$ cat src/hdl/spq_pkg.sv
// Shared types and constants for the sorted priority queue.
package spq_pkg;

  localparam int DEPTH   = 16;
  localparam int VALUE_W = 32;
  localparam int PRIO_W  = 16;
  localparam int CNT_W   = $clog2(DEPTH + 1);
  localparam int IDX_W   = $clog2(DEPTH);

  typedef enum logic [1:0] {
    ST_OK        = 2'd0,
    ST_UNDERFLOW = 2'd1,
    ST_OVERFLOW  = 2'd2
  } status_t;

  typedef enum logic {
    OP_INSERT = 1'b0,
    OP_REMOVE = 1'b1
  } op_t;

  // Broadcast from the top level to every cell of the chain.
  typedef struct packed {
    logic                      ins_en;
    logic                      rem_en;
    logic                      head_first;
    logic [CNT_W-1:0]          cnt;
    logic signed [VALUE_W-1:0] new_value;
    logic signed [PRIO_W-1:0]  new_prio;
  } cell_ctl_t;

endpackage

$ cat src/hdl/spq_cell.sv
// One slot of the sorted chain: holds an entry and shifts with its neighbors.
module spq_cell (
  input  logic                              clk,
  input  logic [spq_pkg::IDX_W-1:0]         idx,
  input  spq_pkg::cell_ctl_t                ctl,
  input  logic                              prev_ge,
  input  logic signed [spq_pkg::VALUE_W-1:0] prev_value,
  input  logic signed [spq_pkg::PRIO_W-1:0]  prev_prio,
  input  logic signed [spq_pkg::VALUE_W-1:0] next_value,
  input  logic signed [spq_pkg::PRIO_W-1:0]  next_prio,
  output logic                              ge,
  output logic signed [spq_pkg::VALUE_W-1:0] value,
  output logic signed [spq_pkg::PRIO_W-1:0]  prio
);
  import spq_pkg::*;

  logic is_head;
  logic at_tail;

  // ge: the new entry lands at this slot or above it
  assign is_head = (idx == '0);
  assign at_tail = (CNT_W'(idx) >= ctl.cnt);
  assign ge      = is_head ? ctl.head_first
                           : (ctl.head_first || at_tail || (prio <= ctl.new_prio));

  always_ff @(posedge clk) begin
    if (ctl.ins_en) begin
      if (ge && !prev_ge) begin
        value <= ctl.new_value;
        prio  <= ctl.new_prio;
      end else if (ge) begin
        value <= prev_value;
        prio  <= prev_prio;
      end
    end else if (ctl.rem_en) begin
      value <= next_value;
      prio  <= next_prio;
    end
  end

endmodule

$ cat src/hdl/sorted_priority_queue_unit.sv
// Top level of the sorted priority queue: a chain of entry cells and the count.
//
// Usage:
//   Raise start with kind, value and priority_req to issue a request. A request
//   is taken at any rising edge where start is high and busy is low; busy is
//   never raised, so one request can be taken in every cycle.
//   kind selects insert (OP_INSERT) or remove head (OP_REMOVE).
//   Every request yields exactly one result: done is high for one cycle, in the
//   cycle after the request is taken, with status, count, empty_res,
//   head_value and head_priority describing the queue after that request.
//   Throughput is one request per cycle: every cell compares its priority
//   against the new one at once and all cells shift together, so no search
//   walks the chain.
//   Status is ok, underflow (remove on an empty queue, nothing changes) or
//   overflow (insert on a full queue, the entry is dropped).
//   An empty queue reports head_value of all ones and head_priority of zero.
//   The receiver cannot stall: a result shows for exactly its one cycle.
//   Reset (rst, synchronous) empties the queue and clears done; the entry
//   cells are not cleared, since only slots below count are ever shown.
module sorted_priority_queue_unit (
  input  logic                                clk,
  input  logic                                rst,
  input  logic                                start,
  output logic                                busy,
  input  logic                                kind,
  input  logic signed [spq_pkg::VALUE_W-1:0]  value,
  input  logic signed [spq_pkg::PRIO_W-1:0]   priority_req,
  output logic                                done,
  output logic [1:0]                          status,
  output logic [spq_pkg::CNT_W-1:0]           count,
  output logic                                empty_res,
  output logic signed [spq_pkg::VALUE_W-1:0]  head_value,
  output logic signed [spq_pkg::PRIO_W-1:0]   head_priority
);
  import spq_pkg::*;

  logic                      accept;
  logic                      is_full;
  logic                      queue_empty;
  logic                      do_insert;
  logic                      do_remove;
  status_t                   status_next;
  status_t                   status_reg;
  logic [CNT_W-1:0]          count_next;
  cell_ctl_t                 ctl;

  logic                      cell_ge    [DEPTH];
  logic signed [VALUE_W-1:0] cell_value [DEPTH];
  logic signed [PRIO_W-1:0]  cell_prio  [DEPTH];

  // Requests are never held off.
  assign busy   = 1'b0;
  assign accept = start && !busy;

  assign is_full     = (count == CNT_W'(DEPTH));
  assign queue_empty = (count == '0);

  // Decide the request outcome; a failing request leaves the chain alone.
  always_comb begin
    do_insert   = 1'b0;
    do_remove   = 1'b0;
    status_next = ST_OK;
    count_next  = count;
    if (accept) begin
      if (op_t'(kind) == OP_INSERT) begin
        if (is_full) begin
          status_next = ST_OVERFLOW;
        end else begin
          do_insert  = 1'b1;
          count_next = count + CNT_W'(1);
        end
      end else begin
        if (queue_empty) begin
          status_next = ST_UNDERFLOW;
        end else begin
          do_remove  = 1'b1;
          count_next = count - CNT_W'(1);
        end
      end
    end
  end

  // Broadcast to the cells. head_first: new entry beats the head strictly.
  always_comb begin
    ctl.ins_en     = do_insert;
    ctl.rem_en     = do_remove;
    ctl.head_first = queue_empty || (priority_req > cell_prio[0]);
    ctl.cnt        = count;
    ctl.new_value  = value;
    ctl.new_prio   = priority_req;
  end

  // Chain of cells: slot 0 is the head, data shifts down on insert, up on remove.
  for (genvar i = 0; i < DEPTH; i++) begin : g_cell
    logic                      up_ge;
    logic signed [VALUE_W-1:0] up_value;
    logic signed [PRIO_W-1:0]  up_prio;
    logic signed [VALUE_W-1:0] dn_value;
    logic signed [PRIO_W-1:0]  dn_prio;

    if (i == 0) begin : g_first
      assign up_ge    = 1'b0;
      assign up_value = value;
      assign up_prio  = priority_req;
    end else begin : g_mid
      assign up_ge    = cell_ge[i-1];
      assign up_value = cell_value[i-1];
      assign up_prio  = cell_prio[i-1];
    end

    if (i == DEPTH - 1) begin : g_last
      // The tail slot falls out of range on remove; its content no longer counts.
      assign dn_value = cell_value[i];
      assign dn_prio  = cell_prio[i];
    end else begin : g_inner
      assign dn_value = cell_value[i+1];
      assign dn_prio  = cell_prio[i+1];
    end

    spq_cell u_cell (
      .clk        (clk),
      .idx        (IDX_W'(i)),
      .ctl        (ctl),
      .prev_ge    (up_ge),
      .prev_value (up_value),
      .prev_prio  (up_prio),
      .next_value (dn_value),
      .next_prio  (dn_prio),
      .ge         (cell_ge[i]),
      .value      (cell_value[i]),
      .prio       (cell_prio[i])
    );
  end

  // Advance count and latch the result strobe and status.
  always_ff @(posedge clk) begin
    if (rst) begin
      count      <= '0;
      done       <= 1'b0;
      status_reg <= ST_OK;
    end else begin
      count      <= count_next;
      done       <= accept;
      status_reg <= status_next;
    end
  end

  // The result reads the updated head straight from cell 0.
  assign status        = status_reg;
  assign empty_res     = queue_empty;
  assign head_value    = queue_empty ? '1 : cell_value[0];
  assign head_priority = queue_empty ? '0 : cell_prio[0];

  // Every taken request gives a result on the next cycle.
  a_done_follows: assert property (@(posedge clk) disable iff (rst)
    accept |=> done)
    else $error("request taken without a result");

  // The count never passes the capacity.
  a_count_bound: assert property (@(posedge clk) disable iff (rst)
    count <= CNT_W'(DEPTH))
    else $error("count above capacity");

  // An underflow result always reports an empty queue.
  a_underflow_empty: assert property (@(posedge clk) disable iff (rst)
    (done && status_reg == ST_UNDERFLOW) |-> empty_res)
    else $error("underflow on a non-empty queue");

  // The head never ranks below the second entry.
  a_head_order: assert property (@(posedge clk) disable iff (rst)
    (count >= CNT_W'(2)) |-> (cell_prio[0] >= cell_prio[1]))
    else $error("head out of order");

endmodule
$ cat config.mk
export PLATFORM = sky130hd
export DESIGN_NAME = sorted_priority_queue_unit
export DESIGN_NICKNAME = d
export VERILOG_FILES = /design/src/hdl/spq_pkg.sv /design/src/hdl/spq_cell.sv /design/src/hdl/sorted_priority_queue_unit.sv
export SDC_FILE = /design/constraint.sdc
export NUM_CORES = 2
export LEC_CHECK = 0
export ABC_AREA = 1
export BUFFER_PORTS_ARGS = -buffer_cell sky130_fd_sc_hd__buf_4
export CAP_MARGIN = 20
export CORE_UTILIZATION = 59
export DETAILED_ROUTE_END_ITERATION = 6
export PLACE_DENSITY = 0.86
export SKIP_LAST_GASP = 1
export SYNTH_ARGS = -nofsm -noshare
export SYNTH_HDL_FRONTEND = slang
export SYNTH_HIERARCHICAL = 1
export SYNTH_SLANG_ARGS = --single-unit
export TNS_END_PERCENT = 5
$ cat constraint.sdc
create_clock -name clk -period 5.4 [get_ports clk]
set_clock_uncertainty 0.15 [all_clocks]
set_input_delay 0.27 -clock clk [delete_from_list [all_inputs] [get_ports clk]]
set_output_delay 0.27 -clock clk [all_outputs]
set_load 0.02 [all_outputs]
**Word-level counts from Yosys, hierarchy flattened**

Index checks and enable logic that the tools add are counted.

- $add $sub $neg: 2
- $lt $le $gt $ge: 31
- Equal/unequal tests: 18
- Mux-type cells: 136
- Bitwise operators: 1
- Reduce and logical (&&, ||, !) cells: 82

Operators by type and width:

| kind | number |
|---|---|
| 32-bit 2-to-1 mux | 62 |
| 16-bit 2-to-1 mux | 62 |
| 16-bit <= comparator | 15 |
| 3-bit by 1-bit != test with 1-bit output (second input constant) | 14 |
| 4-bit by 5-bit >= comparator with 1-bit output (first input constant) | 8 |
| 2-bit AND reduction | 16 |
| 1-bit logical OR | 31 |
| 3-bit by 5-bit >= comparator with 1-bit output (first input constant) | 4 |
| 16-bit > comparator | 1 |
| 1-bit logical AND | 15 |
| 1-bit logical NOT | 15 |
| 5-bit 2-to-1 mux | 3 |
| 2-bit by 5-bit >= comparator with 1-bit output (first input constant) | 2 |
| 1-bit 2-to-1 mux | 7 |
| 5-bit by 1-bit adder with 5-bit output (second input constant) | 1 |
| 5-bit == test (second input constant) | 1 |
| 1-bit by 5-bit >= comparator with 1-bit output (first input constant) | 1 |
| 5-bit logical NOT | 1 |
| 5-bit by 1-bit subtractor with 5-bit output (second input constant) | 1 |
| 2-bit 2-to-1 mux | 2 |
| 2-bit != test (second input constant) | 2 |
| 2-bit nonzero test | 2 |
| 3-bit AND reduction | 1 |
| 2-bit by 1-bit != test with 1-bit output (second input constant) | 1 |
| 2 further kinds | 2 |

- Flip-flop bits (word level): 776
- Input bits: 52
- Output and inout bits: 58
- Word-level logic and storage cells: 305

**Depth between registers and ports, before layout**

- Word-level depth: 8
- Depth in mapped cells: 24
- Mapped depth without buffers: 21

**By module**

Netlist, hierarchy kept.

Modules (own cells, without submodules):

| module | times used | cells an instance | area an instance (sq um) | seq. area each (sq um) |
|---|---|---|---|---|
| spq_cell at g_cell[0].u_cell ... | 8 | 502 | 3528.4 | 1441.4 |
| spq_cell at g_cell[2].u_cell ... | 8 | 500 | 3523.4 | 1441.4 |
| sorted_priority_queue_unit | 1 | 209 | 1282.5 | 160.2 |

**Least setup slack after synthesis**

No wires, ideal clock.

- Kind: reg2reg
- Start: reg count[0] (netlist name)
- End: reg g_cell[2].u_cell/prio[0] (netlist name) (enable)
- Setup time: 0.482 ns
- Arrival: 4.465 ns
- Required time: 4.768 ns
- Slack: 0.303 ns
- Stages on the path, launching flop included: 10
- Path buffers: 2
- Period minus slack after synthesis: 5.097 ns
- Path through: dfxtp_1 inv_2 nand3_1 inv_1 a211o_1 inv_1 clkbuf_1 clkbuf_1 nor2_1 a31oi_1

RTL lines:

| item | RTL line | text |
|---|---|---|
| from (decl) | sorted_priority_queue_unit.sv:30 | `output logic [spq_pkg::CNT_W-1:0] count,` |
| from (signal assigned) | sorted_priority_queue_unit.sv:142 | `count <= count_next;` |
| to (signal assigned) | spq_cell.sv:30 | `prio <= ctl.new_prio;` |
| to (signal assigned) | spq_cell.sv:33 | `prio <= prev_prio;` |
| to (signal assigned) | spq_cell.sv:37 | `prio <= next_prio;` |
| to (decl) | spq_cell.sv:13 | `output logic signed [spq_pkg::PRIO_W-1:0] prio` |

==> impl_metrics.py <==
metrics = {
    "floorplanning": {
        "chipWidth_um": 314.7,
        "design.core.area_sq_um": 96710,
        "number_of_i_o_pins": 110,
        "die_outline_area_sq_um": 99050,
        "die_height_um": 314.7,
        "rows": 114,
        "floorplan.initialDensity": 0.5966,
    },
    "place": {
        "place_congestion": 0.9428,
        "cell_total_after_placement": 9406,
        "placed_cell_area_sq_um": 59340,
        "portBuffers": 108,
        "detailedPlacementHpwl_um": 108200,
    },
    "logic_synthesis": {
        "yosys_register_bits": 776,
        "seq_area_frac_synth": 0.4025,
        "synthTopCellsByArea": "sky130_fd_sc_hd__edfxtp_1 (40%), sky130_fd_sc_hd__nand2_1 (18%), sky130_fd_sc_hd__nand3_1 (14%)",
        "post_synth_instance_area_sq_um": 57700,
        "synth_cells": 8225,
        "synth.yosys.warnings": 6,
        "area_share_of_the_leading_cell_type_in_the_synthesized_netlist": 0.3997,
        "synth.lib_cells_used.distinct": 33,
        "synth_area_leader": "sky130_fd_sc_hd__edfxtp_1",
        "synth.avg_cell_area_sq_um": 7.015,
    },
    "critical_path": {
        "critical_path_cell_count": 15,
        "critical_path_peak_fanout": 50,
        "r2r.worst_path.cells": 15,
        "worst_path_dominant_cell_family": "simple AND/OR/NAND/NOR gates",
        "crit_arrival_ns": 4.67,
        "most_frequent_cell_on_the_critical_path": "sky130_fd_sc_hd__nand2_1",
        "crit_buf_inv": 2,
        "regToRegEndpoint": "g_cell[0].u_cell/value[23]",
        "cp_slowest_stage_delay_ns": 0.90,
        "regToRegStartpoint": "g_cell[0].u_cell/prio[15]",
        "crit_path_end": "g_cell[0].u_cell/value[23]",
        "critical_path.startpoint": "g_cell[0].u_cell/prio[15]",
        "setup.worst_path.end_class": "flip-flop",
        "timing.critical_path.required_ns": 5.66,
        "r2r_setup_slack_ns": 0.99,
        "cell_by_cell_listing_of_the_critical_path": "inv_1 -> ha_1 -> nand4_1 -> nor2_1 -> nand2_1 -> nand2_1 -> nand2_1 -> nand3_1 -> nand2_1 -> inv_1 -> nand2_4 -> nand2_2 -> nand2_1 -> nand3_1 -> nand2_1",
        "slowest_stage": "sky130_fd_sc_hd__nand2_2",
        "critical_path.startpoint_type": "flip-flop",
        "crit_type": "flip-flop to flip-flop",
    },
    "finish": {
        "regMostFlops": "g_cell.u_cell/value",
        "layout-area-overhead-vs-synth_pct": 7.636,
        "final_cell_area_sq_um": 62100,
        "non_filler_instance_count_after_layout": 9573,
        "post-route-util": 0.6422,
        "biggestRegsByFlops": "g_cell.u_cell/value: 512 flops, g_cell.u_cell/prio: 256 flops, count: 5 flops",
        "largest_register_ffs": 512,
        "n_fill_cell": 7988,
        "final_common_cell": "sky130_fd_sc_hd__nand2_1",
        "drive_above_1_share": 0.05039,
        "nNetsFinal": 8619,
        "layout.cells.most_common_list": "sky130_fd_sc_hd__nand2_1 (2698), sky130_fd_sc_hd__inv_1 (1872), sky130_fd_sc_hd__nand3_1 (1599)",
    },
    "timing": {
        "final.min_clock_period_ns": 4.411,
        "worst_hold_margin_ns": 0.05784,
        "setup-tns-final_ns": 0,
        "max_freq_mhz": 226.7,
        "setup-violations-final": 0,
        "tightestPinTransition_ns": 1.009,
        "finalCritPeriodShare": 0.8168,
        "drv_slew": 0,
        "grt_setup_unrepaired": "no",
        "finalHoldViolCount": 0,
        "maxSlewHeadroom": 0.3251,
    },
    "routing": {
        "route.vias.total": 52399,
        "route.antenna.remaining_nets": 0,
        "route.final.wire_length_um": 151200,
        "routed_via_density": 5.474,
        "route.detailed.wl_per_inst_um": 15.79,
        "drc": 1,
        "drt_first_iter_violations": 6616,
        "first_pass_iters": 7,
    },
    "clocking": {
        "ctsHtreeMaxLevel": 3,
        "cts_hold_buf": 6,
        "clkSlewWorstSetupHoldPaths_ns": 0.06,
        "max-clock-path-buffers": 3,
        "clkLatencyLatePin_ns": 0.66,
        "tritoncts.num_buffers": 88,
        "cts_root_buffer": "sky130_fd_sc_hd__clkbuf_16",
        "cts.sinks": 776,
        "cts_setup_buffers": 0,
        "tritoncts": "built",
        "number_of_gates_resized_after_cts": 0,
    },
    "pwr": {
        "power.sequential.fraction": 0.402,
        "comb_power_share": 0.342,
        "clockPowerShare": 0.256,
        "p_sw_mw": 8.496,
        "power-per-cell-area_nw_per_um2": 360.8,
        "p_int_mw": 13.91,
        "power.switching_fraction": 0.3792,
        "leakagePower_nw": 34.65,
        "vdd_drop_max_mv": 0.2176,
    },
    "global_route": {
        "grt_pass1_wl_um": 248000,
        "number_of_global_route_vias_before_repair": 49678,
        "number_of_antenna_violations_at_the_first_check_in_global_routing": 3,
        "gr-usage-all-layers": 0.2997,
        "pin_count_of_the_biggest_net_entering_global_routing": 113,
        "globalRoute.totalOverflow": 0,
    },
    "run": {
        "number_of_maximum_capacitance_constraint_violations": 0,
    },
    "min_path": {
        "worstHoldPathType": "input pin to flip-flop",
    },
    "outcome": {
        "violations_in_the_final_reports": "DRC",
        "status": "complete, but fails checks",
    },
}
[layout make-up]
| cell class | instances | area (sq um) | share of cell area |
|---|---|---|---|
| multi-input cells | 5268 | 25840 | 0.4160 |
| flip-flops and latches | 776 | 23220 | 0.3740 |
| inverters | 1883 | 7076 | 0.1139 |
| clock buffers | 110 | 2285 | 0.03679 |
| repair buffers | 210 | 1697 | 0.02732 |
| well taps | 1276 | 1597 | 0.02571 |
| clock inverters | 49 | 386.6 | 0.006226 |
| diodes | 1 | 2.502 | 0.00004029 |
[layer usage]
layer / up-vias / global-route usage / share of wire
met3: 351 / 0.04013 / 0.10
met1: 23605 / 0.4124 / 0.41
met2: 2940 / 0.4867 / 0.46
met4: 0 / 0.1026 / 0.029
met5: - / 0 / 0
li1: 25503 / - / -
[cells by family (layout without fill, tap and decap cells)]
| family | Yosys count | in the layout | synth area share |
|---|---|---|---|
| adder cells (fa/ha/maj) | 340 | 340 | 0.07386 |
| XOR/XNOR | 4 | 4 | 0.0006071 |
| flip-flops | 776 | 776 | 0.4025 |
| other | 2 | 131 | 0.0001302 |
| AO/OA/AOI/OAI | 179 | 179 | 0.01678 |
| AND/OR/NAND/NOR | 4615 | 4615 | 0.3439 |
| buffers and inverters | 2309 | 2252 | 0.1623 |
[power groups by stage]
| stage | logic, mW | registers (mW) | clock network (mW) |
|---|---|---|---|
| floorplan | 5.71 | 8.93 | 0 |
| global placement | 7.12 | 9.05 | 0 |
| detailed placement | 7.43 | 9.10 | 0 |
| CTS | 7.52 | 8.99 | 5.80 |
| global route | 8.60 | 9.13 | 5.99 |
| finish | 7.66 | 9.01 | 5.74 |
[Yosys cell counts]
cell                       count
sky130_fd_sc_hd__nor4_1        1
sky130_fd_sc_hd__conb_1        2
sky130_fd_sc_hd__buf_4        22
sky130_fd_sc_hd__fa_1          1
sky130_fd_sc_hd__inv_2         2
sky130_fd_sc_hd__a211oi_1      1
sky130_fd_sc_hd__a21oi_1     105
sky130_fd_sc_hd__edfxtp_1    768
sky130_fd_sc_hd__o21ai_1       8
sky130_fd_sc_hd__nand3_1    1599
sky130_fd_sc_hd__buf_1        40
sky130_fd_sc_hd__o21ai_0      29
sky130_fd_sc_hd__nor3_1       25
sky130_fd_sc_hd__dfxtp_1       8
sky130_fd_sc_hd__a211o_1       1
sky130_fd_sc_hd__nor2_1      139
sky130_fd_sc_hd__buf_6        64
sky130_fd_sc_hd__a31oi_1      17
sky130_fd_sc_hd__ha_1        339
sky130_fd_sc_hd__nand2_4      16
sky130_fd_sc_hd__clkbuf_2      1
sky130_fd_sc_hd__xor2_1        4
sky130_fd_sc_hd__or4_1        16
sky130_fd_sc_hd__nand4_1      57
sky130_fd_sc_hd__clkbuf_8      1
sky130_fd_sc_hd__clkbuf_1    202
sky130_fd_sc_hd__or2_2        32
sky130_fd_sc_hd__buf_2        96
sky130_fd_sc_hd__nand2_2      32
sky130_fd_sc_hd__inv_1      1873
sky130_fd_sc_hd__clkinv_1      8
sky130_fd_sc_hd__a21o_1       18
sky130_fd_sc_hd__nand2_1    2698
[through the flow]
| stage | power, mW | worst slack [ns] |
|---|---|---|
| 4_1_cts | 22.30 | 0.9998 |
| 6_report | 22.41 | 0.9894 |
| 3_3_place_gp | 16.16 | 1.194 |
| 2_1_floorplan | 14.64 | 0.3027 |
| 5_1_grt | 23.72 | 0.6858 |
| 3_5_place_dp | 16.53 | 1.047 |
[worst reg2reg max path, delay by kind of cell (launching register included)]
kind	cells	cell delay (ns)
AND/OR/NAND/NOR	12	2.79
buffers and inverters	2	0.45
flip-flops	1	0.44
adder cells (fa/ha/maj)	1	0.33
[worst min path at each step]
stage	endpoint	slack [ns]	cells past startpoint	startpoint
5_1_grt	g_cell[0].u_cell/prio[5]	0.07	5	priority_req[5]
3_5_place_dp	done	0.31	2	rst
6_report	g_cell[0].u_cell/value[30]	0.06	5	value[30]
3_3_place_gp	done	0.31	2	rst
4_1_cts	g_cell[0].u_cell/prio[3]	0.02	5	priority_req[3]
2_1_floorplan	done	0.19	1	rst
(Power assumes the default switching activity.)
